==> src/sv/dep_pkg.sv <==
// Package: shared types and constants of the prediction error block.
`timescale 1ns / 1ps
package dep_pkg;
    localparam logic [1:0] KIND_WEIGHT = 2'd0;
    localparam logic [1:0] KIND_INPUT  = 2'd1;
    localparam logic [1:0] KIND_OUTPUT = 2'd2;
    localparam logic [1:0] KIND_TRIAL  = 2'd3;

    localparam logic [1:0] REG_IN_CH  = 2'd0;
    localparam logic [1:0] REG_OUT_CH = 2'd1;
    localparam logic [1:0] REG_TAPS   = 2'd2;
    localparam logic [1:0] REG_DELAY  = 2'd3;

    localparam int FRAC_BITS = 12;
    localparam int ACC_BITS  = 40;
    localparam int COUNT_BITS = 7;

    // one job handed from front to back
    typedef struct packed {
        logic [2:0]  channel;
        logic [15:0] y;
        logic        short_hist;
        logic [6:0]  frame_ptr;
    } job_t;
endpackage

==> src/sv/dep_front.sv <==
// Front end: decode items, update frame state, queue output jobs.
`timescale 1ns / 1ps
module dep_front (
    input  logic        clk,
    input  logic        rst_n,
    input  logic        push,
    output logic        full,
    input  logic [1:0]  kind,
    input  logic [8:0]  index,
    input  logic [15:0] value,
    input  logic        frame_end,
    input  logic [3:0]  m_cnt,
    input  logic [3:0]  n_cnt,
    input  logic [3:0]  d_cnt,
    input  logic [4:0]  tau,
    output logic        w_we,
    output logic [8:0]  w_waddr,
    output logic        h_we,
    output logic [9:0]  h_waddr,
    output logic [15:0] wdata,
    output logic        job_valid,
    output dep_pkg::job_t job,
    input  logic        job_take,
    input  logic        back_busy
);
    logic [6:0] count_reg, count_next;
    logic [6:0] fptr_reg, fptr_next;
    dep_pkg::job_t q_reg [2];
    logic [1:0] q_cnt_reg, q_cnt_next;
    logic       q_rd_reg, q_wr_reg;
    logic       acc, is_job, store_item;
    logic [7:0] need;

    // hold store writes while a queued or running job still has to read the stores
    assign store_item = kind == dep_pkg::KIND_WEIGHT || kind == dep_pkg::KIND_INPUT;
    assign full = (q_cnt_reg == 2'd2) || (store_item && (job_valid || back_busy));
    assign acc  = push && !full;
    assign need = 8'({3'd0, tau} * {4'd0, d_cnt - 4'd1}) + 8'd1;
    assign is_job = acc && kind == dep_pkg::KIND_OUTPUT && index < {5'd0, n_cnt};

    assign w_we    = acc && kind == dep_pkg::KIND_WEIGHT;
    assign w_waddr = index;
    assign h_we    = acc && kind == dep_pkg::KIND_INPUT && index < {5'd0, m_cnt};
    assign h_waddr = {fptr_reg, index[2:0]};
    assign wdata   = value;

    // frame bookkeeping
    always_comb
    begin
        count_next = count_reg;
        fptr_next  = fptr_reg;
        if (acc && kind == dep_pkg::KIND_INPUT && frame_end)
        begin
            fptr_next = fptr_reg + 7'd1;
            if (count_reg != 7'd127)
            begin
                count_next = count_reg + 7'd1;
            end
        end
        else if (acc && kind == dep_pkg::KIND_TRIAL)
        begin
            count_next = '0;
        end
    end

    assign q_cnt_next = q_cnt_reg + {1'b0, is_job} - {1'b0, job_take};
    assign job_valid  = q_cnt_reg != 2'd0;
    assign job        = q_reg[q_rd_reg];

    // advance state and job queue
    always_ff @(posedge clk or negedge rst_n)
    begin
        if (!rst_n)
        begin
            count_reg <= '0;
            fptr_reg  <= '0;
            q_cnt_reg <= '0;
            q_rd_reg  <= 1'b0;
            q_wr_reg  <= 1'b0;
        end
        else
        begin
            count_reg <= count_next;
            fptr_reg  <= fptr_next;
            q_cnt_reg <= q_cnt_next;
            if (job_take)
            begin
                q_rd_reg <= !q_rd_reg;
            end
            if (is_job)
            begin
                q_wr_reg <= !q_wr_reg;
            end
        end
    end

    // job payload
    always_ff @(posedge clk)
    begin
        if (is_job)
        begin
            q_reg[q_wr_reg].channel    <= index[2:0];
            q_reg[q_wr_reg].y          <= value;
            q_reg[q_wr_reg].short_hist <= {1'b0, count_reg} < need;
            q_reg[q_wr_reg].frame_ptr  <= fptr_reg;
        end
    end

    assert property (@(posedge clk) disable iff (!rst_n) q_cnt_reg <= 2'd2)
        else $error("job queue overflow");
    assert property (@(posedge clk) disable iff (!rst_n) job_take |-> job_valid)
        else $error("job taken from empty queue");
    assert property (@(posedge clk) disable iff (!rst_n) full |-> !w_we && !h_we)
        else $error("store written while full");
endmodule

==> config.mk <==
export PLATFORM = sky130hd
export DESIGN_NAME = dep_front
export DESIGN_NICKNAME = d
export VERILOG_FILES = /design/src/sv/dep_pkg.sv /design/src/sv/dep_front.sv
export SDC_FILE = /design/constraint.sdc
export NUM_CORES = 1
export LEC_CHECK = 0
export BUFFER_PORTS_ARGS = -buffer_cell sky130_fd_sc_hd__buf_2
export CAP_MARGIN = 15
export CELL_PAD_IN_SITES_DETAIL_PLACEMENT = 1
export CELL_PAD_IN_SITES_GLOBAL_PLACEMENT = 1
export CORE_MARGIN = 1.5
export CORE_UTILIZATION = 44
export CTS_CLUSTER_DIAMETER = 60
export DETAILED_ROUTE_END_ITERATION = 8
export GPL_TIMING_DRIVEN = 0
export PLACE_DENSITY_LB_ADDON = 0.05
export SYNTH_ARGS = -nofsm -noshare
export SYNTH_HDL_FRONTEND = slang
export SYNTH_SLANG_ARGS = --single-unit
export TNS_END_PERCENT = 20
==> constraint.sdc <==
create_clock -name clk -period 4 [get_ports clk]
set_input_delay 0.6 -clock clk [delete_from_list [all_inputs] [get_ports clk]]
set_output_delay 0.6 -clock clk [all_outputs]
set_load 0.1 [all_outputs]
After elaboration in Yosys (flattened, before gate mapping)
Memory sizes are Yosys's and may differ from the RTL's.
Index checks and enable logic that the tools add are counted.
Word-level totals
  bits in registers: 18
  RAM bits: 54
  output and inout bits: 66
  word-level logic and storage cells: 46
  memories: 1
Cells by class
  $add $sub $neg: 6
  $mul: 1
  magnitude comparators: 3
  eq/ne operators: 6
  mux-type cells: 5
  reductions and logical operators: 19
Memory list
  q_reg: depth 2, width 27, rd ports 1, clocked after Yosys merged registers in 0, wr ports 1, line dep_front.sv:28  | dep_pkg::job_t q_reg [2];
Operator list (count)
  7-bit two-way mux: 3
  9-bit by 4-bit < comparator with 1-bit output: 2
  7-bit by 1-bit adder with 7-bit output, second input constant: 2
  1-bit logical AND: 9
  8-bit by 1-bit adder with 8-bit output, second input constant: 1
  7-bit by 8-bit < comparator with 1-bit output: 1
  5-bit by 4-bit multiplier with 8-bit output: 1
  7-bit inequality test, second input constant: 1
  2-bit equality test, second input constant: 3
  2-bit nonzero test: 2
  4-bit by 1-bit subtractor with 4-bit output, second input constant: 1
  1-bit logical NOT: 3
  1-bit logical OR: 3
  2-bit by 1-bit adder with 2-bit output: 1
  2-bit by 1-bit equality test with 1-bit output, second input constant: 1
  2-bit logical NOT: 1
  1-bit two-way mux: 2
  2-bit by 1-bit inequality test with 1-bit output, second input constant: 1
  2-bit AND reduction: 1
  2-bit by 1-bit subtractor with 2-bit output: 1

Depth between registers and ports, before layout
  word-level depth: 10
  depth in mapped cells: 17
  depth with buffers taken out: 17

Worst setup path after synthesis
Ideal clock, no wire load.
  path kind: input port to output port
  start: input port back_busy
  end: output port w_we
  arrival: 4.273 ns
  slack: -0.873 ns
  cell stages on the path: 3
  buffers on the path: 0
  path through: nor2_1 > o21ai_0 > nor3_1
Between the ends
  longest elaborated chain between the ends: 6
Ends and longest elaborated chain
  start: declaration: line dep_front.sv:24  | input logic back_busy
  1-bit logical OR: line dep_front.sv:36  | assign full = (q_cnt_reg == 2'd2) || (store_item && (job_valid || back_busy));
  1-bit logical AND: line dep_front.sv:36
  1-bit logical OR: line dep_front.sv:36
  via full: line dep_front.sv:7  | output logic full,
  1-bit logical NOT: line dep_front.sv:37  | assign acc = push && !full;
  1-bit logical AND: line dep_front.sv:37
  1-bit logical AND: line dep_front.sv:41  | assign w_we = acc && kind == dep_pkg::KIND_WEIGHT;
  end: declaration: line dep_front.sv:16  | output logic w_we,
The timed path passes the listed nets, and every way through them passes these cells.

Final worst setup path
  start: input port d_cnt[2]
  end: memory q_reg[1][7] (netlist name) (data pin)
Between the ends
  longest elaborated chain between the ends: 4
Ends and longest elaborated chain
  start: declaration: line dep_front.sv:14  | input logic [3:0] d_cnt,
  4-bit by 1-bit subtractor with 4-bit output: line dep_front.sv:38  | assign need = 8'({3'd0, tau} * {4'd0, d_cnt - 4'd1}) + 8'd1;
  5-bit by 4-bit multiplier with 8-bit output: line dep_front.sv:38
  8-bit by 1-bit adder with 8-bit output: line dep_front.sv:38
  7-bit by 8-bit < comparator with 1-bit output: line dep_front.sv:104  | q_reg[q_wr_reg].short_hist <= {1'b0, count_reg} < need;
  end: declaration: line dep_front.sv:28
Every way passes these cells.

==> results_dict.tcl <==
set metrics [dict create \
    yosys_warnings 0 \
    place_area_sq_um 4740 \
    crit_path_cell_trace "buf_2 > nor3_2 > xnor2_2 > nand2b_1 > fa_1 > inv_1 > fa_1 > ha_4 > nor2b_1 > o31a_1 > a21o_1 > ha_1 > o21ai_0 > a21oi_1 > o22ai_1" \
    core_sq_um 8720 \
    cts_setup_buffers 0 \
    routed_via_density 4.95 \
    cap_violations 0 \
    grt_max_degree 19 \
    grt.total_usage_pct 17.7 \
    fin_skew_ps 11.7 \
    status "finished clean" \
    synth-seq-cells 72 \
    power.total_mw 2.84 \
    crit_cells 15 \
    portBuffers 115 \
    drv_slew 0 \
    antenna_cells 0 \
    finalCriticalPeriod_ps 3810 \
    yosysSeqAreaShare_pct 52.1 \
    area_growth_pct 25.5 \
    peakVddDrop_v 0.000378 \
    intPower_mw 1.41 \
    post-route-period-util_pct 95.2 \
    tightest_slew_ps 802 \
    grt-ovfl-total 0 \
    p_seq_share_pct 30.6 \
    syn-cell-area_sq_um 3980 \
    nets 522 \
    place_ws_ps -426 \
    clkPwrFrac_pct 19.9 \
    crit_start "d_cnt[2]" \
    initial_utilization_pct 45.6 \
    final_core_util_pct 57.2 \
    post-route-drc-count 0 \
    ys_dominant_reg_cell "edfxtp_1" \
    gp_congestion 0.780 \
    reg2reg_slack_ps 1730 \
    die_w_microns 98.1 \
    synth_nets 394 \
    die-area_sq_um 9620 \
    layout-drive-gt1-share_pct 48.0 \
    max_freq_ghz 0.262 \
    synth_edf_count 54 \
    antenna_found_initial 0 \
    async_reset_ff_share_pct 25.0 \
    worstReg2RegStart "q_cnt_reg[0]" \
    hpwlAfterDp_mm 6.17 \
    clk_path_buf_depth 2 \
    endpoint "q_reg[1][7]" \
    p_per_area_nw_per_um2 569 \
    ant_nets 0 \
    required_ps 4090 \
    leakage_nw 2.27 \
    die_y_microns 98.1 \
    finalHoldViolCount 0 \
    stdcell_area_sq_um 4990 \
    synth.distinct_cells 38 \
    hold_path.class "input port to async pin" \
    insertion_delay_ps 360 \
    worstSetupPathType "input port to flip-flop" \
    slew_headroom_pct 46.5 \
    critPathMaxFanout 4 \
    first_global_vias 2837 \
    switchingPower_mw 1.43 \
    numClockSinks 72 \
    largest_reg_flops 54 \
    std_cell_rows 34 \
    crit_slowest_cell "fa_1" \
    setup_slack_ps 190 \
    drtPass1Iterations 4 \
    start_kind "input port" \
    critical_path.max_stage_delay_ps 560 \
    wirelength_mm 8.15 \
    setup_viol 0 \
    r2r_end "q_reg[1][10]" \
    cts_hold_buf 0 \
    wl_per_cell_microns 14.8 \
    cts_made_buffers 9 \
    first_iter_violations 37 \
    crit_path_end_kind "flip-flop" \
    cp_top_family "adder cells" \
    synthCells 309 \
    netSwitchingFraction_pct 50.2 \
    cp.buffers_inverters 2 \
    cts_tree "done" \
    synth_area_per_cell_sq_um 12.9 \
    arrival_ps 3900 \
    combinationalPowerShare_pct 49.4 \
    pin_count 116 \
    vias 2721 \
    cts-root-buf "clkbuf_8" \
    cts.htree.levels 3 \
    grt_pass1_wl_mm 13.5 \
    ff2ff_path_depth 6 \
    clkSlewWorstSetupHoldPaths_ps 90 \
    critical_path.most_common_cell "fa_1" \
]
## stage by stage
| step | std cells | TNS, ps | hold slack, ps |
|---|---|---|---|
| after CTS | 550 | 0 | 159 |
| after floorplan | 309 | 0 | 304 |
| after detailed placement | 534 | -851 | 519 |
| after global routing | 550 | -18.7 | 181 |
| after global placement | 532 | -655 | 484 |
| final | 550 | 0 | 161 |
## power by group through the flow
| stage | Clock (mW) | Combinational (mW) | Sequential [mW] |
|---|---|---|---|
| after floorplan | 0 | 1.12 | 0.938 |
| after global routing | 0.608 | 1.48 | 0.875 |
| after global placement | 0 | 1.37 | 0.885 |
| after CTS | 0.586 | 1.40 | 0.871 |
| final | 0.566 | 1.40 | 0.870 |
| after detailed placement | 0 | 1.40 | 0.887 |
## layout make-up
cell class,instances,area [sq um]
inverters,21,78.8
clock inverters,7,73.8
clock buffers,9,124
multi-input cells,184,1660
plain buffers,32,230
well taps,108,135
fillers,945,3730
flip-flops and latches,72,2070
repair buffers,117,621
## routing by layer
layer,GRT usage [%],share of wire [%]
met1,22.4,43
met2,30.4,52
met3,4.08,4.5
met4,5.49,0.92
met5,0,0
## kinds of logic after synthesis
| family | after synthesis | share of synthesized area, % |
|---|---|---|
| AOI/OAI and AO/OA | 27 | 4.62 |
| xor gates and xnor gates | 21 | 4.62 |
| adders and majority gates | 35 | 12.1 |
| buffers and inverters | 53 | 7.77 |
| DFF | 72 | 52.1 |
| muxes | 29 | 8.18 |
| and+or+nand+nor | 72 | 10.6 |
## synthesized netlist by cell type, drive strengths merged, types with 2 or more instances
library cell | n | area share [%]
edfxtp | 54 | 41
buf | 32 | 5.8
ha | 29 | 9.1
mux2 | 28 | 7.9
inv | 21 | 2.0
dfrtp | 18 | 11
xnor2 | 14 | 3.1
nor2 | 13 | 1.2
nor2b | 12 | 1.9
nand2 | 9 | 0.85
nand2b | 8 | 1.3
o21ai | 8 | 1.1
xor2 | 7 | 1.5
fa | 6 | 3.0
nand3 | 6 | 0.75
nand4 | 6 | 0.94
a21o | 5 | 0.94
a21oi | 5 | 0.63
and2 | 5 | 0.79
and3 | 4 | 0.63
nor3 | 3 | 0.38
nor4 | 3 | 1.2
and4 | 2 | 0.50
o21a | 2 | 0.38
## layout by cell type, fill, tap and decap left out, drive strengths merged, types with 8 or more instances in the layout
| master | n |
|---|---|
| nor2b | 12 |
| nor2 | 13 |
| edfxtp | 54 |
| o21ai | 8 |
| buf | 148 |
| dfrtp | 18 |
| nand2b | 8 |
| xnor2 | 14 |
| mux2 | 28 |
| nand2 | 9 |
| ha | 29 |
| inv | 26 |
| clkbuf | 10 |
## repair_timing
action | CTS | global route
setup endpoints to repair | 2 | 2
pin swaps | 0 | 5
resized for setup | 2 | 6
## worst min path at each step
stage | from | endpoint | slack (ps) | cells after the start
after floorplan | rst_n | count_reg[0] | 300 | 0
after global placement | q_wr_reg | q_wr_reg | 480 | 1
after detailed placement | q_wr_reg | q_wr_reg | 520 | 1
after CTS | rst_n | count_reg[1] | 160 | 1
after global routing | rst_n | count_reg[1] | 180 | 1
final | rst_n | count_reg[0] | 160 | 1
Note: power is estimated with default switching activity, not from simulation.
