[src/sv/dep_pkg.sv]
// Package: shared types and constants of the prediction error block.
`timescale 1ns / 1ps
package dep_pkg;
    localparam logic [1:0] KIND_WEIGHT = 2'd0;
    localparam logic [1:0] KIND_INPUT  = 2'd1;
    localparam logic [1:0] KIND_OUTPUT = 2'd2;
    localparam logic [1:0] KIND_TRIAL  = 2'd3;

    localparam logic [1:0] REG_IN_CH  = 2'd0;
    localparam logic [1:0] REG_OUT_CH = 2'd1;
    localparam logic [1:0] REG_TAPS   = 2'd2;
    localparam logic [1:0] REG_DELAY  = 2'd3;

    localparam int FRAC_BITS = 12;
    localparam int ACC_BITS  = 40;
    localparam int COUNT_BITS = 7;

    // one job handed from front to back
    typedef struct packed {
        logic [2:0]  channel;
        logic [15:0] y;
        logic        short_hist;
        logic [6:0]  frame_ptr;
    } job_t;
endpackage

[src/sv/dep_back.sv]
// Back end: one shared MAC sweeps taps and channels, rounds and saturates.
`timescale 1ns / 1ps
module dep_back (
    input  logic        clk,
    input  logic        rst_n,
    input  logic [3:0]  m_cnt,
    input  logic [3:0]  n_cnt,
    input  logic [3:0]  d_cnt,
    input  logic [4:0]  tau,
    input  logic        job_valid,
    input  dep_pkg::job_t job,
    output logic        job_take,
    output logic        busy,
    output logic [8:0]  w_raddr,
    input  logic [15:0] w_rdata,
    output logic [9:0]  h_raddr,
    input  logic [15:0] h_rdata,
    output logic        empty,
    input  logic        pop,
    output logic [2:0]  channel,
    output logic [15:0] error_value,
    output logic        saturated,
    output logic        history_short
);
    localparam logic [1:0] ST_IDLE  = 2'd0;
    localparam logic [1:0] ST_RUN   = 2'd1;
    localparam logic [1:0] ST_DONE  = 2'd2;
    localparam logic [1:0] ST_ROUND = 2'd3;

    logic [1:0]  state_reg;
    logic [2:0]  j_reg, m_reg;
    logic [6:0]  fr_reg;
    logic        rd_v_reg, pr_v_reg, last_rd_reg, last_pr_reg;
    logic signed [31:0] prod_reg;
    logic signed [39:0] acc_reg;
    dep_pkg::job_t cur_reg;
    logic        out_v_reg;
    logic        last_addr;
    logic [8:0]  wa;
    logic signed [39:0] rnd;
    logic signed [27:0] res;

    assign last_addr = ({1'b0, m_reg} == m_cnt - 4'd1) && ({1'b0, j_reg} == d_cnt - 4'd1);
    assign wa = ({6'd0, j_reg} * {5'd0, m_cnt} + {6'd0, m_reg}) * {5'd0, n_cnt}
              + {6'd0, cur_reg.channel};
    assign w_raddr = wa;
    assign h_raddr = {fr_reg, m_reg};
    assign job_take = state_reg == ST_IDLE && job_valid && !out_v_reg;
    assign busy = state_reg != ST_IDLE;

    assign rnd = acc_reg + 40'sd2048;
    assign res = rnd[39:12];
    assign empty = !out_v_reg;

    // sequencer, MAC pipeline and result register
    always_ff @(posedge clk or negedge rst_n)
    begin
        if (!rst_n)
        begin
            state_reg <= ST_IDLE;
            rd_v_reg  <= 1'b0;
            pr_v_reg  <= 1'b0;
            out_v_reg <= 1'b0;
        end
        else
        begin
            rd_v_reg <= 1'b0;
            pr_v_reg <= rd_v_reg;
            if (pop && out_v_reg)
            begin
                out_v_reg <= 1'b0;
            end
            case (state_reg)
                ST_IDLE:
                begin
                    if (job_take)
                    begin
                        if (job.short_hist)
                        begin
                            out_v_reg <= 1'b1;
                        end
                        else
                        begin
                            state_reg <= ST_RUN;
                        end
                    end
                end
                ST_RUN:
                begin
                    rd_v_reg <= 1'b1;
                    if (last_addr)
                    begin
                        state_reg <= ST_DONE;
                    end
                end
                ST_DONE:
                begin
                    if (pr_v_reg && last_pr_reg)
                    begin
                        state_reg <= ST_ROUND;
                    end
                end
                ST_ROUND:
                begin
                    out_v_reg <= 1'b1;
                    state_reg <= ST_IDLE;
                end
                default: state_reg <= ST_IDLE;
            endcase
        end
    end

    // datapath
    always_ff @(posedge clk)
    begin
        last_rd_reg <= last_addr;
        last_pr_reg <= last_rd_reg;
        prod_reg <= $signed(w_rdata) * $signed(h_rdata);
        if (job_take)
        begin
            cur_reg <= job;
            j_reg   <= '0;
            m_reg   <= '0;
            fr_reg  <= job.frame_ptr - 7'd1;
            acc_reg <= {{12{job.y[15]}}, job.y, 12'd0};
            channel <= job.channel;
            history_short <= job.short_hist;
            saturated <= 1'b0;
            error_value <= job.y;
        end
        else
        begin
            if (state_reg == ST_RUN)
            begin
                if ({1'b0, m_reg} == m_cnt - 4'd1)
                begin
                    m_reg  <= '0;
                    j_reg  <= j_reg + 3'd1;
                    fr_reg <= fr_reg - {2'd0, tau};
                end
                else
                begin
                    m_reg <= m_reg + 3'd1;
                end
            end
            if (pr_v_reg)
            begin
                acc_reg <= acc_reg - 40'(prod_reg);
            end
            // round and clip the finished sum
            if (state_reg == ST_ROUND)
            begin
                if (res > 28'sd32767)
                begin
                    error_value <= 16'h7fff;
                    saturated <= 1'b1;
                end
                else if (res < -28'sd32768)
                begin
                    error_value <= 16'h8000;
                    saturated <= 1'b1;
                end
                else
                begin
                    error_value <= res[15:0];
                    saturated <= 1'b0;
                end
            end
        end
    end

    assert property (@(posedge clk) disable iff (!rst_n) job_take |-> !out_v_reg)
        else $error("job started while result waits");
    assert property (@(posedge clk) disable iff (!rst_n)
        state_reg == ST_RUN |-> !out_v_reg)
        else $error("result valid during sweep");
    assert property (@(posedge clk) disable iff (!rst_n) pr_v_reg |-> $past(rd_v_reg))
        else $error("product without read");
endmodule

[config.mk]
export PLATFORM = sky130hd
export DESIGN_NAME = dep_back
export DESIGN_NICKNAME = d
export VERILOG_FILES = /design/src/sv/dep_pkg.sv /design/src/sv/dep_back.sv
export SDC_FILE = /design/constraint.sdc
export NUM_CORES = 1
export LEC_CHECK = 0
export ABC_CLOCK_PERIOD_IN_PS = 7900
export BUFFER_PORTS_ARGS = -buffer_cell sky130_fd_sc_hd__buf_2
export CORE_ASPECT_RATIO = 0.5
export CORE_MARGIN = 2
export CORE_UTILIZATION = 42
export CTS_CLUSTER_DIAMETER = 40
export DETAILED_ROUTE_END_ITERATION = 6
export SKIP_CTS_REPAIR_TIMING = 1
export SYNTH_ARGS = -nofsm -noshare
export SYNTH_HDL_FRONTEND = slang
export SYNTH_SLANG_ARGS = --single-unit
[constraint.sdc]
create_clock -name clk -period 7.9 [get_ports clk]
set_clock_uncertainty 0.1 [all_clocks]
set_input_delay 0.79 -clock clk [delete_from_list [all_inputs] [get_ports clk]]
set_output_delay 0.79 -clock clk [all_outputs]
set_load 0.03 [all_outputs]
* Word-level counts from Yosys, hierarchy flattened
Index checks and enable logic that the tools add are counted.
W data, S select, Z words.
** Word-level totals
- Logic and storage cells :: 77
- Bits in registers :: 113
- Output and inout port bits :: 43
** Cells by class
- Reduce and logical (&&, ||, !) cells :: 15
- Eq/ne operators :: 9
- $add $sub $neg :: 10
- Multipliers :: 3
- Order comparisons :: 2
- Multiplexer cells :: 22
** Operators with widths (count)
- $mux W40 :: 2
- $mux W16 :: 4
- $add A40 B13 Y40 const B :: 1
- $sub A40 B32 Y40 :: 1
- $mul A16 B16 Y32 :: 1
- $gt A28 B16 Y1 const B :: 1
- $lt A28 B16 Y1 const B :: 1
- $mux W7 :: 3
- $reduce_bool A2 Y1 :: 5
- $add A9 B3 Y9 :: 1
- $mul A8 B4 Y9 :: 1
- $add A7 B3 Y8 :: 1
- $eq A3 B4 Y1 :: 2
- $mux W2 :: 4
- $ne A2 B2 Y1 const B :: 4
- $pmux W2 S4 :: 1
- $sub A4 B1 Y4 const B :: 2
- $mul A3 B4 Y7 :: 1
- $sub A7 B1 Y7 const B :: 1
- $sub A7 B5 Y7 :: 1
- $add A3 B1 Y3 const B :: 2
- $mux W1 :: 6
- $logic_and A1 B1 Y1 :: 5
- $eq A2 B2 Y1 const B :: 2
- 7 further kinds :: 8

* Logic depth before layout (Yosys ltp)
Gate-level depths: netlist (run 1).
- Depth in word-level cells :: 6
- Gate-level depth with buffers :: 26
- Depth with buffers taken out :: 25

* Least setup slack after synthesis (run 1)
OpenSTA, ideal clock, no wires.
- Path type :: input to register
- Start point :: input w_rdata[15]
- End point :: register prod_reg[31]
- Setup slack :: 1.078 ns
- Data required time :: 7.728 ns
- Data arrival time :: 6.650 ns
- Stages :: 22
- Cell sequence :: clkbuf_1 > nand2_1 > fa_1 > inv_1 > fa_1 > fa_1 > fa_1 > fa_1 > inv_1 > fa_1 > inv_1 > ha_1 > a21oi_1 > o21ai_0 > a211oi_1 > o221ai_1 > a31oi_1 > nand2_1 > nor3_1 > o21bai_1 > a21oi_1 > xnor2_1
** On the way
- Cells in the longest elaborated chain, start to end :: 1
** Ends and longest elaborated chain
- start, declared :: RTL line dep_back.sv:15 : input logic [15:0] w_rdata,
- $mul A16 B16 Y32 :: RTL line dep_back.sv:118 : prod_reg <= $signed(w_rdata) * $signed(h_rdata);
- end signal, assigned :: RTL line dep_back.sv:118
- end, declared :: RTL line dep_back.sv:34 : logic signed [31:0] prod_reg;
No other way between the ends.
A chain may end at the register's enable or synchronous reset.

* Worst setup path in the final report (run 1)
Same ends and word-level chain as after synthesis.

==> results.json, run 1 <==
{
  "yosys_most_used_dff": "edfxtp_1",
  "drtAntennaViolNets": 0,
  "startpoint": "w_rdata[15]",
  "cpLargestDelayFamily": "adder cells",
  "max_stage_delay_ns": 1.00,
  "largest_register_ffs": 40,
  "yosysTopAreaCell": "fa_1",
  "max_slew_margin": 0.373,
  "timing.fmax_ghz": 0.147,
  "outcome": "complete, no violations",
  "ios": 123,
  "critPathKind": "in2reg",
  "grt_max_degree": 49,
  "drive_above_1_share": 0.0946,
  "synth-seq-cells": 113,
  "crit_path_end_kind": "register",
  "cpMaxStageDelayCell": "fa_1",
  "overflow": 0,
  "final_nets": 2615,
  "antenna_found_initial": 1,
  "ctsRootBufferMaster": "clkbuf_16",
  "cts_max_path_buffers": 2,
  "dpl.hpwl_um": 34400,
  "maxCapViolations": 0,
  "fin_crit_ns": 6.82,
  "crit_top_cell": "fa_1",
  "netlist_instances": 1998,
  "slew_viol_final": 0,
  "num_vias": 13200,
  "syn_area_um2": 18200,
  "placed_cells": 2648,
  "track_usage": 0.197,
  "die_h_um": 151,
  "wl_per_cell_um": 15.7,
  "async_flop_share": 0.0442,
  "ys_warn_count": 0,
  "n_fill_cell": 4085,
  "ys_seq_area_frac": 0.156,
  "crit_fanout": 16,
  "gp_congestion": 0.838,
  "grt_pass1_wl_um": 71200,
  "crit_chain": "buf_2 > nand2_1 > fa_1 > inv_1 > fa_1 > fa_1 > fa_1 > fa_1 > inv_1 > fa_1 > inv_1 > ha_1 > a21oi_1 > o21ai_0 > a211oi_1 > o221ai_1 > a31oi_1 > nand2_1 > nor3_1 > o21bai_1 > a21oi_1 > xnor2_1",
  "die_w_um": 298,
  "htree_levels": 4,
  "post-route-period-util": 0.863,
  "synth.distinct_cells": 86,
  "drt-initial-drc-count": 782,
  "area_growth_pct": 9.57,
  "core_area_um2": 42400,
  "final-hold-violation-count": 0,
  "synth_fp_nets": 2523,
  "drc_errors": 0,
  "fp-row-count": 53,
  "synth-edff-count": 55,
  "finalSetupViolCount": 0,
  "grt_pass1_vias": 13800,
  "startpoint_type": "input port",
  "dieArea_um2": 45100,
  "synth.avg_cell_area_um2": 9.11,
  "routed_wl_um": 42000,
  "cts.clk_slew.worst_paths_ns": 0.06,
  "synth_top_cells_by_area": "fa_1, ha_1, edfxtp_1",
  "path_buf_inv": 4,
  "instances_no_fill": 2682,
  "synth_top_area_share": 0.308,
  "tritoncts": "done",
  "io_buffers": 122,
  "clock_sinks": 113,
  "cts_buffers": 17,
  "final_util": 0.471,
  "worst_r2r_startpoint": "acc_reg[0]",
  "dp_slack_ns": 0.592,
  "grt_setup_unrepaired": "no",
  "fin_ws_ns": 1.08,
  "finalSetupTns_ns": 0,
  "tightestPinTransition_ns": 0.939,
  "start_util": 0.430,
  "critPathArrivalTime_ns": 7.01,
  "clk_latency_ns": 0.42,
  "required_ns": 8.09,
  "drt-pass1-iter-count": 5,
  "via_per_inst": 4.94,
  "hp-class": "in2async"
}
==> final cells by class <==
cell class                 instances  area, um^2  area share
clock buffer                      19         464      0.0233
clock inverter                    13         149     0.00747
sequential                       113        2840       0.142
tap                              577         722      0.0362
antenna                            2        5.00    0.000251
timing repair buffer             126         641      0.0321
inverter                         413        1550      0.0777
multi-input combinational       1419       13600       0.681
==> cell usage after synthesis, types with 8 or more instances <==
cell type  instances
o311ai_1          14
and2_1           147
o21ai_0           51
nand3_1           30
dfxtp_1           53
a211oi_1          11
nor3_1            17
nor2b_1           11
nor2_1            70
mux2i_1           13
ha_1             165
nand2_1          207
nand2b_1          21
a31oi_1            8
xor2_1            40
xnor2_1           82
edfxtp_1          55
o21ai_1            9
o21bai_1          10
and3_1            14
a21o_1            28
a21oi_1           82
clkbuf_1          39
inv_1            413
fa_1             280
==> worst paths after layout <==
kind	endpoint	slack, ns	depth (start not counted)
min reg2reg	last_pr_reg	0.24	0
min in group clk	last_pr_reg	0.24	0
min	rd_v_reg	0.08	1
max reg2reg	acc_reg[36]	4.28	13
max in group asynchronous	state_reg[1]	7.49	1
max	prod_reg[31]	1.08	22
==> cell families after synthesis <==
group / share of synthesized area
buf+inv: 0.0983
mux: 0.00715
compound gates: 0.107
fa+ha+maj: 0.421
xor+xnor: 0.0587
simple gates: 0.151
flops: 0.156
==> worst reg2reg max path, delay by kind of cell, from the launching register on <==
| kind | cells | cell delay, ns |
|---|---|---|
| adder cells (fa/ha/maj) | 2 | 0.62 |
| buffers and inverters | 1 | 0.05 |
| AO/OA/AOI/OAI | 7 | 1.62 |
| AND/OR/NAND/NOR | 3 | 0.63 |
| flip-flops | 1 | 0.34 |
==> cell usage in the layout (no fill, tap or decap), types with 5 or more instances in the layout <==
master     instances
a211oi_1          11
a21o_1            28
a21o_2             6
a21oi_1           82
a31oi_1            8
and2_1           147
and3_1            14
buf_2            122
clkbuf_16         18
dfrtp_1            5
dfxtp_1           53
edfxtp_1          55
fa_1             280
ha_1             165
inv_1            412
mux2i_1           13
nand2_1          207
nand2b_1          21
nand3_1           30
nand4_1            5
nor2_1            70
nor2b_1           11
nor3_1            17
nor4_1             5
o21a_1             6
o21ai_0           51
o21ai_1            9
o21bai_1          10
o311ai_1          14
o31ai_1            5
xnor2_1           82
xor2_1            40
==> stage by stage <==
| step | hold WS [ns] | instance area [um^2] |
|---|---|---|
| finish | 0.0788 | 19900 |
| global route | 0.0616 | 19900 |
| CTS | 0.0685 | 19900 |
| detailed placement | 0.219 | 19300 |
| global placement | 0.212 | 19300 |
| floorplan | 0.210 | 18200 |
==> per-layer routing <==
metal  GRT usage  routed length [um]  vias to the layer above  share of wire
met5           0                   0                        -              0
met4      0.0397                 632                        0          0.015
met3      0.0297                2120                       30          0.051
met2       0.307               17800                      262           0.42
met1       0.291               21500                     6434           0.51
li1            -                   -                     6521              -
Power of run 1 is left out: the tool's default activity adds up to more than one toggle a clock period on the data nets, which glitch-free logic cannot reach.
==> run 2, diff against run 1 <==
--- a/config.mk
+++ b/config.mk
@@ -5,7 +5,7 @@
 export SDC_FILE = /design/constraint.sdc
 export NUM_CORES = 1
 export LEC_CHECK = 0
-export ABC_CLOCK_PERIOD_IN_PS = 7900
+export ABC_CLOCK_PERIOD_IN_PS = 7360
 export BUFFER_PORTS_ARGS = -buffer_cell sky130_fd_sc_hd__buf_2
 export CORE_ASPECT_RATIO = 0.5
 export CORE_MARGIN = 2
==> constraint.sdc (replaced) <==
create_clock -name clk -period 7.36 [get_ports clk]
set_clock_uncertainty 0.1 [all_clocks]
set_input_delay 0.736 -clock clk [delete_from_list [all_inputs] [get_ports clk]]
set_output_delay 0.736 -clock clk [all_outputs]
set_load 0.03 [all_outputs]
==> run 2 against run 1 <==
Net effect: core utilization grew 0.22 points; critical endpoint unchanged; via count is 0.77% higher; count of clock-buffer cells in the layout is 3 higher; first-iteration DRC count is 9.6% lower; critical path depth up 2; wire length is 1.3% higher; highest routed layer unchanged.
==> results.json, run 2 (same netlist as run 1, synthesis figures left out) <==
{
  "drtAntennaViolNets": 0,
  "crit_fanout": 16,
  "area_growth_pct": 10.1,
  "max_stage_delay_ns": 0.56,
  "dpl.hpwl_um": 35300,
  "gp_congestion": 0.872,
  "drt-pass1-iter-count": 5,
  "fin_crit_ns": 6.54,
  "via_per_inst": 4.96,
  "outcome": "complete, no violations",
  "overflow": 0,
  "final-hold-violation-count": 0,
  "critPathKind": "in2reg",
  "wl_per_cell_um": 15.8,
  "slew_viol_final": 0,
  "antenna_found_initial": 1,
  "final_nets": 2622,
  "cts.clk_slew.worst_paths_ns": 0.06,
  "drt-initial-drc-count": 707,
  "startpoint_type": "input port",
  "io_buffers": 122,
  "die_w_um": 298,
  "drive_above_1_share": 0.0972,
  "largest_register_ffs": 40,
  "grt_max_degree": 44,
  "final_util": 0.473,
  "grt_pass1_vias": 13600,
  "die_h_um": 151,
  "grt_pass1_wl_um": 71200,
  "finalSetupViolCount": 0,
  "core_area_um2": 42400,
  "drc_errors": 0,
  "clk_latency_ns": 0.42,
  "grt_setup_unrepaired": "no",
  "tritoncts": "done",
  "fin_hold_ws_ns": 0.0202,
  "dieArea_um2": 45100,
  "cts_buffers": 17,
  "ios": 123,
  "routed_wl_um": 42500,
  "max_slew_margin": 0.376,
  "cpMaxStageDelayCell": "fa_1",
  "crit_top_cell": "fa_1",
  "ctsRootBufferMaster": "clkbuf_16",
  "final_area_um2": 20000,
  "fp-row-count": 53,
  "crit_chain": "buf_2 > nand2_1 > inv_1 > fa_1 > inv_1 > fa_1 > inv_1 > fa_1 > fa_1 > fa_1 > inv_1 > fa_1 > inv_1 > ha_1 > a21oi_1 > o21ai_0 > a211oi_1 > o221ai_1 > a31oi_1 > nand2_1 > nor3_1 > o21bai_1 > a21oi_1 > xnor2_1",
  "maxCapViolations": 0,
  "cts_max_path_buffers": 2,
  "hp-class": "in2async",
  "critPathArrivalTime_ns": 6.74,
  "post-route-period-util": 0.889,
  "start_util": 0.430,
  "num_vias": 13300,
  "timing.fmax_ghz": 0.153,
  "finalSetupTns_ns": 0,
  "n_fill_cell": 4160,
  "tightestPinTransition_ns": 0.933,
  "mostFrequentLayoutCells": "inv_1, fa_1, nand2_1, ha_1, and2_1",
  "required_ns": 7.56,
  "placed_cell_area_um2": 19400,
  "crit_path_end_kind": "register",
  "clock_sinks": 113,
  "htree_levels": 4,
  "final_common_cell": "inv_1",
  "track_usage": 0.197
}
==> run 2: cell type report <==
type                    instances  area, um^2  share of cell area
diodes                          2        5.00            0.000250
clock buffers                  22         539              0.0269
clock inverters                10         114             0.00568
inverters                     413        1550              0.0774
multi-input cells            1419       13600               0.678
flip-flops and latches        113        2840               0.142
well taps                     577         722              0.0360
repair buffers                133         693              0.0346
==> run 2: worst paths after layout <==
check | startpoint | endpoint | slack (ns) | cells past startpoint
worst max-delay path | h_rdata[1] | prod_reg[31] | 0.82 | 24
worst min-delay path | rst_n | state_reg[0] | 0.02 | 1
worst max register to register | acc_reg[0] | acc_reg[36] | 3.78 | 13
worst min register to register | last_rd_reg | last_pr_reg | 0.23 | 0
max in group asynchronous | rst_n | pr_v_reg | 7.00 | 1
min in group clk | last_rd_reg | last_pr_reg | 0.23 | 0
==> run 2: worst max-delay path, delay by kind of cell <==
| family | cells | cell delay [ns] |
|---|---|---|
| compound gates | 7 | 1.26 |
| xor+xnor | 1 | 0.09 |
| simple gates | 3 | 0.47 |
| fa+ha+maj | 7 | 3.56 |
| buf+inv | 6 | 0.62 |
==> run 2: layer usage <==
layer / wire [um] / share of wire / global-route usage
met3: 1330 / 0.031 / 0.0181
met5: 0 / 0 / 0
met2: 19100 / 0.45 / 0.320
met4: 500 / 0.012 / 0.0389
met1: 21600 / 0.51 / 0.289
==> run 2: stage by stage <==
| stage | instances | setup slack, ns |
|---|---|---|
| 2_1_floorplan | 1998 | 0.592 |
| 3_3_place_gp | 2655 | 0.503 |
| 3_5_place_dp | 2655 | 0.405 |
| 4_1_cts | 2687 | 0.712 |
| 5_1_grt | 2688 | 0.384 |
| 6_report | 2689 | 0.819 |
Power of run 2 is left out for the same reason.
==> run 3, diff against run 2 <==
--- a/config.mk
+++ b/config.mk
@@ -5,7 +5,7 @@
 export SDC_FILE = /design/constraint.sdc
 export NUM_CORES = 1
 export LEC_CHECK = 0
-export ABC_CLOCK_PERIOD_IN_PS = 7360
+export ABC_CLOCK_PERIOD_IN_PS = 8300
 export BUFFER_PORTS_ARGS = -buffer_cell sky130_fd_sc_hd__buf_2
 export CORE_ASPECT_RATIO = 0.5
 export CORE_MARGIN = 2
==> constraint.sdc (replaced) <==
create_clock -name clk -period 8.3 [get_ports clk]
set_clock_uncertainty 0.1 [all_clocks]
set_input_delay 0.83 -clock clk [delete_from_list [all_inputs] [get_ports clk]]
set_output_delay 0.83 -clock clk [all_outputs]
set_load 0.03 [all_outputs]
==> run 3 against run 2 <==
Net effect: core utilization decreased by 0.19 points; first-iteration DRC count grew 6.6%; non-clock buffer count fell by 8; count of clock-buffer cells in the layout fell by 3; via count grew 0.10%; worst setup slack better by 0.51 ns; wire length grew 0.20%; global-route usage up 0.085 points; critical path type unchanged.
==> results.json, run 3 (same netlist as run 1, synthesis figures left out) <==
{
  "max_slew_margin": 0.347,
  "slew_viol_final": 0,
  "htree_levels": 4,
  "num_vias": 13400,
  "final_nets": 2614,
  "maxCapViolations": 0,
  "grt_pass1_vias": 13800,
  "final-hold-violation-count": 0,
  "die_w_um": 298,
  "finalSetupTns_ns": 0,
  "clock_sinks": 113,
  "drtAntennaViolNets": 0,
  "n_fill_cell": 4092,
  "io_buffers": 122,
  "largest_register_ffs": 40,
  "cts_buffers": 17,
  "tritoncts": "done",
  "drt-initial-drc-count": 754,
  "critPathArrivalTime_ns": 7.15,
  "wl_per_cell_um": 15.9,
  "overflow": 0,
  "grt_setup_unrepaired": "no",
  "dieArea_um2": 45100,
  "path_buf_inv": 4,
  "antenna_found_initial": 0,
  "hp-class": "in2async",
  "drc_errors": 0,
  "drive_above_1_share": 0.0942,
  "mostFrequentLayoutCells": "inv_1, fa_1, nand2_1, ha_1, and2_1",
  "timing.fmax_ghz": 0.143,
  "via_per_inst": 4.99,
  "dpl.hpwl_um": 34700,
  "max_stage_delay_ns": 1.01,
  "cpMaxStageDelayCell": "fa_1",
  "crit_fanout": 16,
  "area_growth_pct": 9.63,
  "cpLargestDelayFamily": "adder cells",
  "critPathKind": "in2reg",
  "start_util": 0.430,
  "outcome": "complete, no violations",
  "cts.clk_slew.worst_paths_ns": 0.06,
  "post-route-period-util": 0.840,
  "drt-pass1-iter-count": 5,
  "cts_max_path_buffers": 2,
  "startpoint_type": "input port",
  "grt_pass1_wl_um": 71500,
  "final_common_cell": "inv_1",
  "crit_chain": "buf_2 > nand2_1 > fa_1 > inv_1 > fa_1 > fa_1 > fa_1 > fa_1 > inv_1 > fa_1 > inv_1 > ha_1 > a21oi_1 > o21ai_0 > a211oi_1 > o221ai_1 > a31oi_1 > nand2_1 > nor3_1 > o21bai_1 > a21oi_1 > xnor2_1",
  "die_h_um": 151,
  "track_usage": 0.198,
  "fin_crit_ns": 6.97,
  "clk_latency_ns": 0.41,
  "diodes": 0,
  "gp_congestion": 0.839,
  "required_ns": 8.48,
  "ios": 123,
  "finalSetupViolCount": 0,
  "fp-row-count": 53,
  "core_area_um2": 42400,
  "ctsRootBufferMaster": "clkbuf_16",
  "crit_top_cell": "fa_1",
  "tightestPinTransition_ns": 0.976,
  "routed_wl_um": 42600,
  "crit_path_end_kind": "register",
  "grt_max_degree": 49
}
[run 3: path summary, 6_finish.rpt]
| path | from | end | slack (ns) | depth (start not counted) |
|---|---|---|---|---|
| max | w_rdata[15] | prod_reg[31] | 1.33 | 22 |
| min | rst_n | state_reg[0] | 0.13 | 1 |
| max reg2reg | acc_reg[0] | acc_reg[36] | 4.69 | 13 |
| min reg2reg | last_rd_reg | last_pr_reg | 0.23 | 0 |
| max in group asynchronous | rst_n | rd_v_reg | 7.84 | 1 |
| min in group clk | last_rd_reg | last_pr_reg | 0.23 | 0 |
[run 3: layout make-up]
class,instances,area [um^2],area share
clock buffer,19,464,0.0233
clock inverter,13,173,0.00865
inverter,413,1550,0.0777
multi-input combinational,1419,13600,0.680
sequential,113,2840,0.142
tap,577,722,0.0362
timing repair buffer,125,633,0.0317
[run 3: worst reg2reg max path, cell delays in order, from the launching register on]
cell	delay [ns]
dfxtp_1	0.32
inv_1	0.05
ha_1	0.20
fa_1	0.41
nand2b_1	0.18
a21oi_1	0.37
o21ai_4	0.13
a211oi_4	0.33
o31ai_2	0.12
o31ai_2	0.35
a31o_1	0.24
o31ai_1	0.09
nand4b_1	0.10
or3b_1	0.35
[run 3: metrics by stage]
step                utilization  hold slack, ns  setup slack (ns)  std cells  cell area, um^2
floorplan                     -           0.210              1.44       1998            18200
global placement          0.456           0.212             0.988       2647            19300
detailed placement        0.456           0.221             0.891       2647            19300
CTS                       0.471           0.110              1.34       2679            20000
global route              0.471           0.107             0.897       2679            20000
finish                    0.471           0.126              1.33       2679            20000
[run 3: routing by layer]
layer / vias to the layer above / part of all wire / GRT usage
li1: 6516 / - / -
met1: 6568 / 0.51 / 0.288
met2: 246 / 0.43 / 0.315
met3: 33 / 0.044 / 0.0280
met4: 0 / 0.015 / 0.0440
met5: - / 0 / 0
Power of run 3 is left out for the same reason.
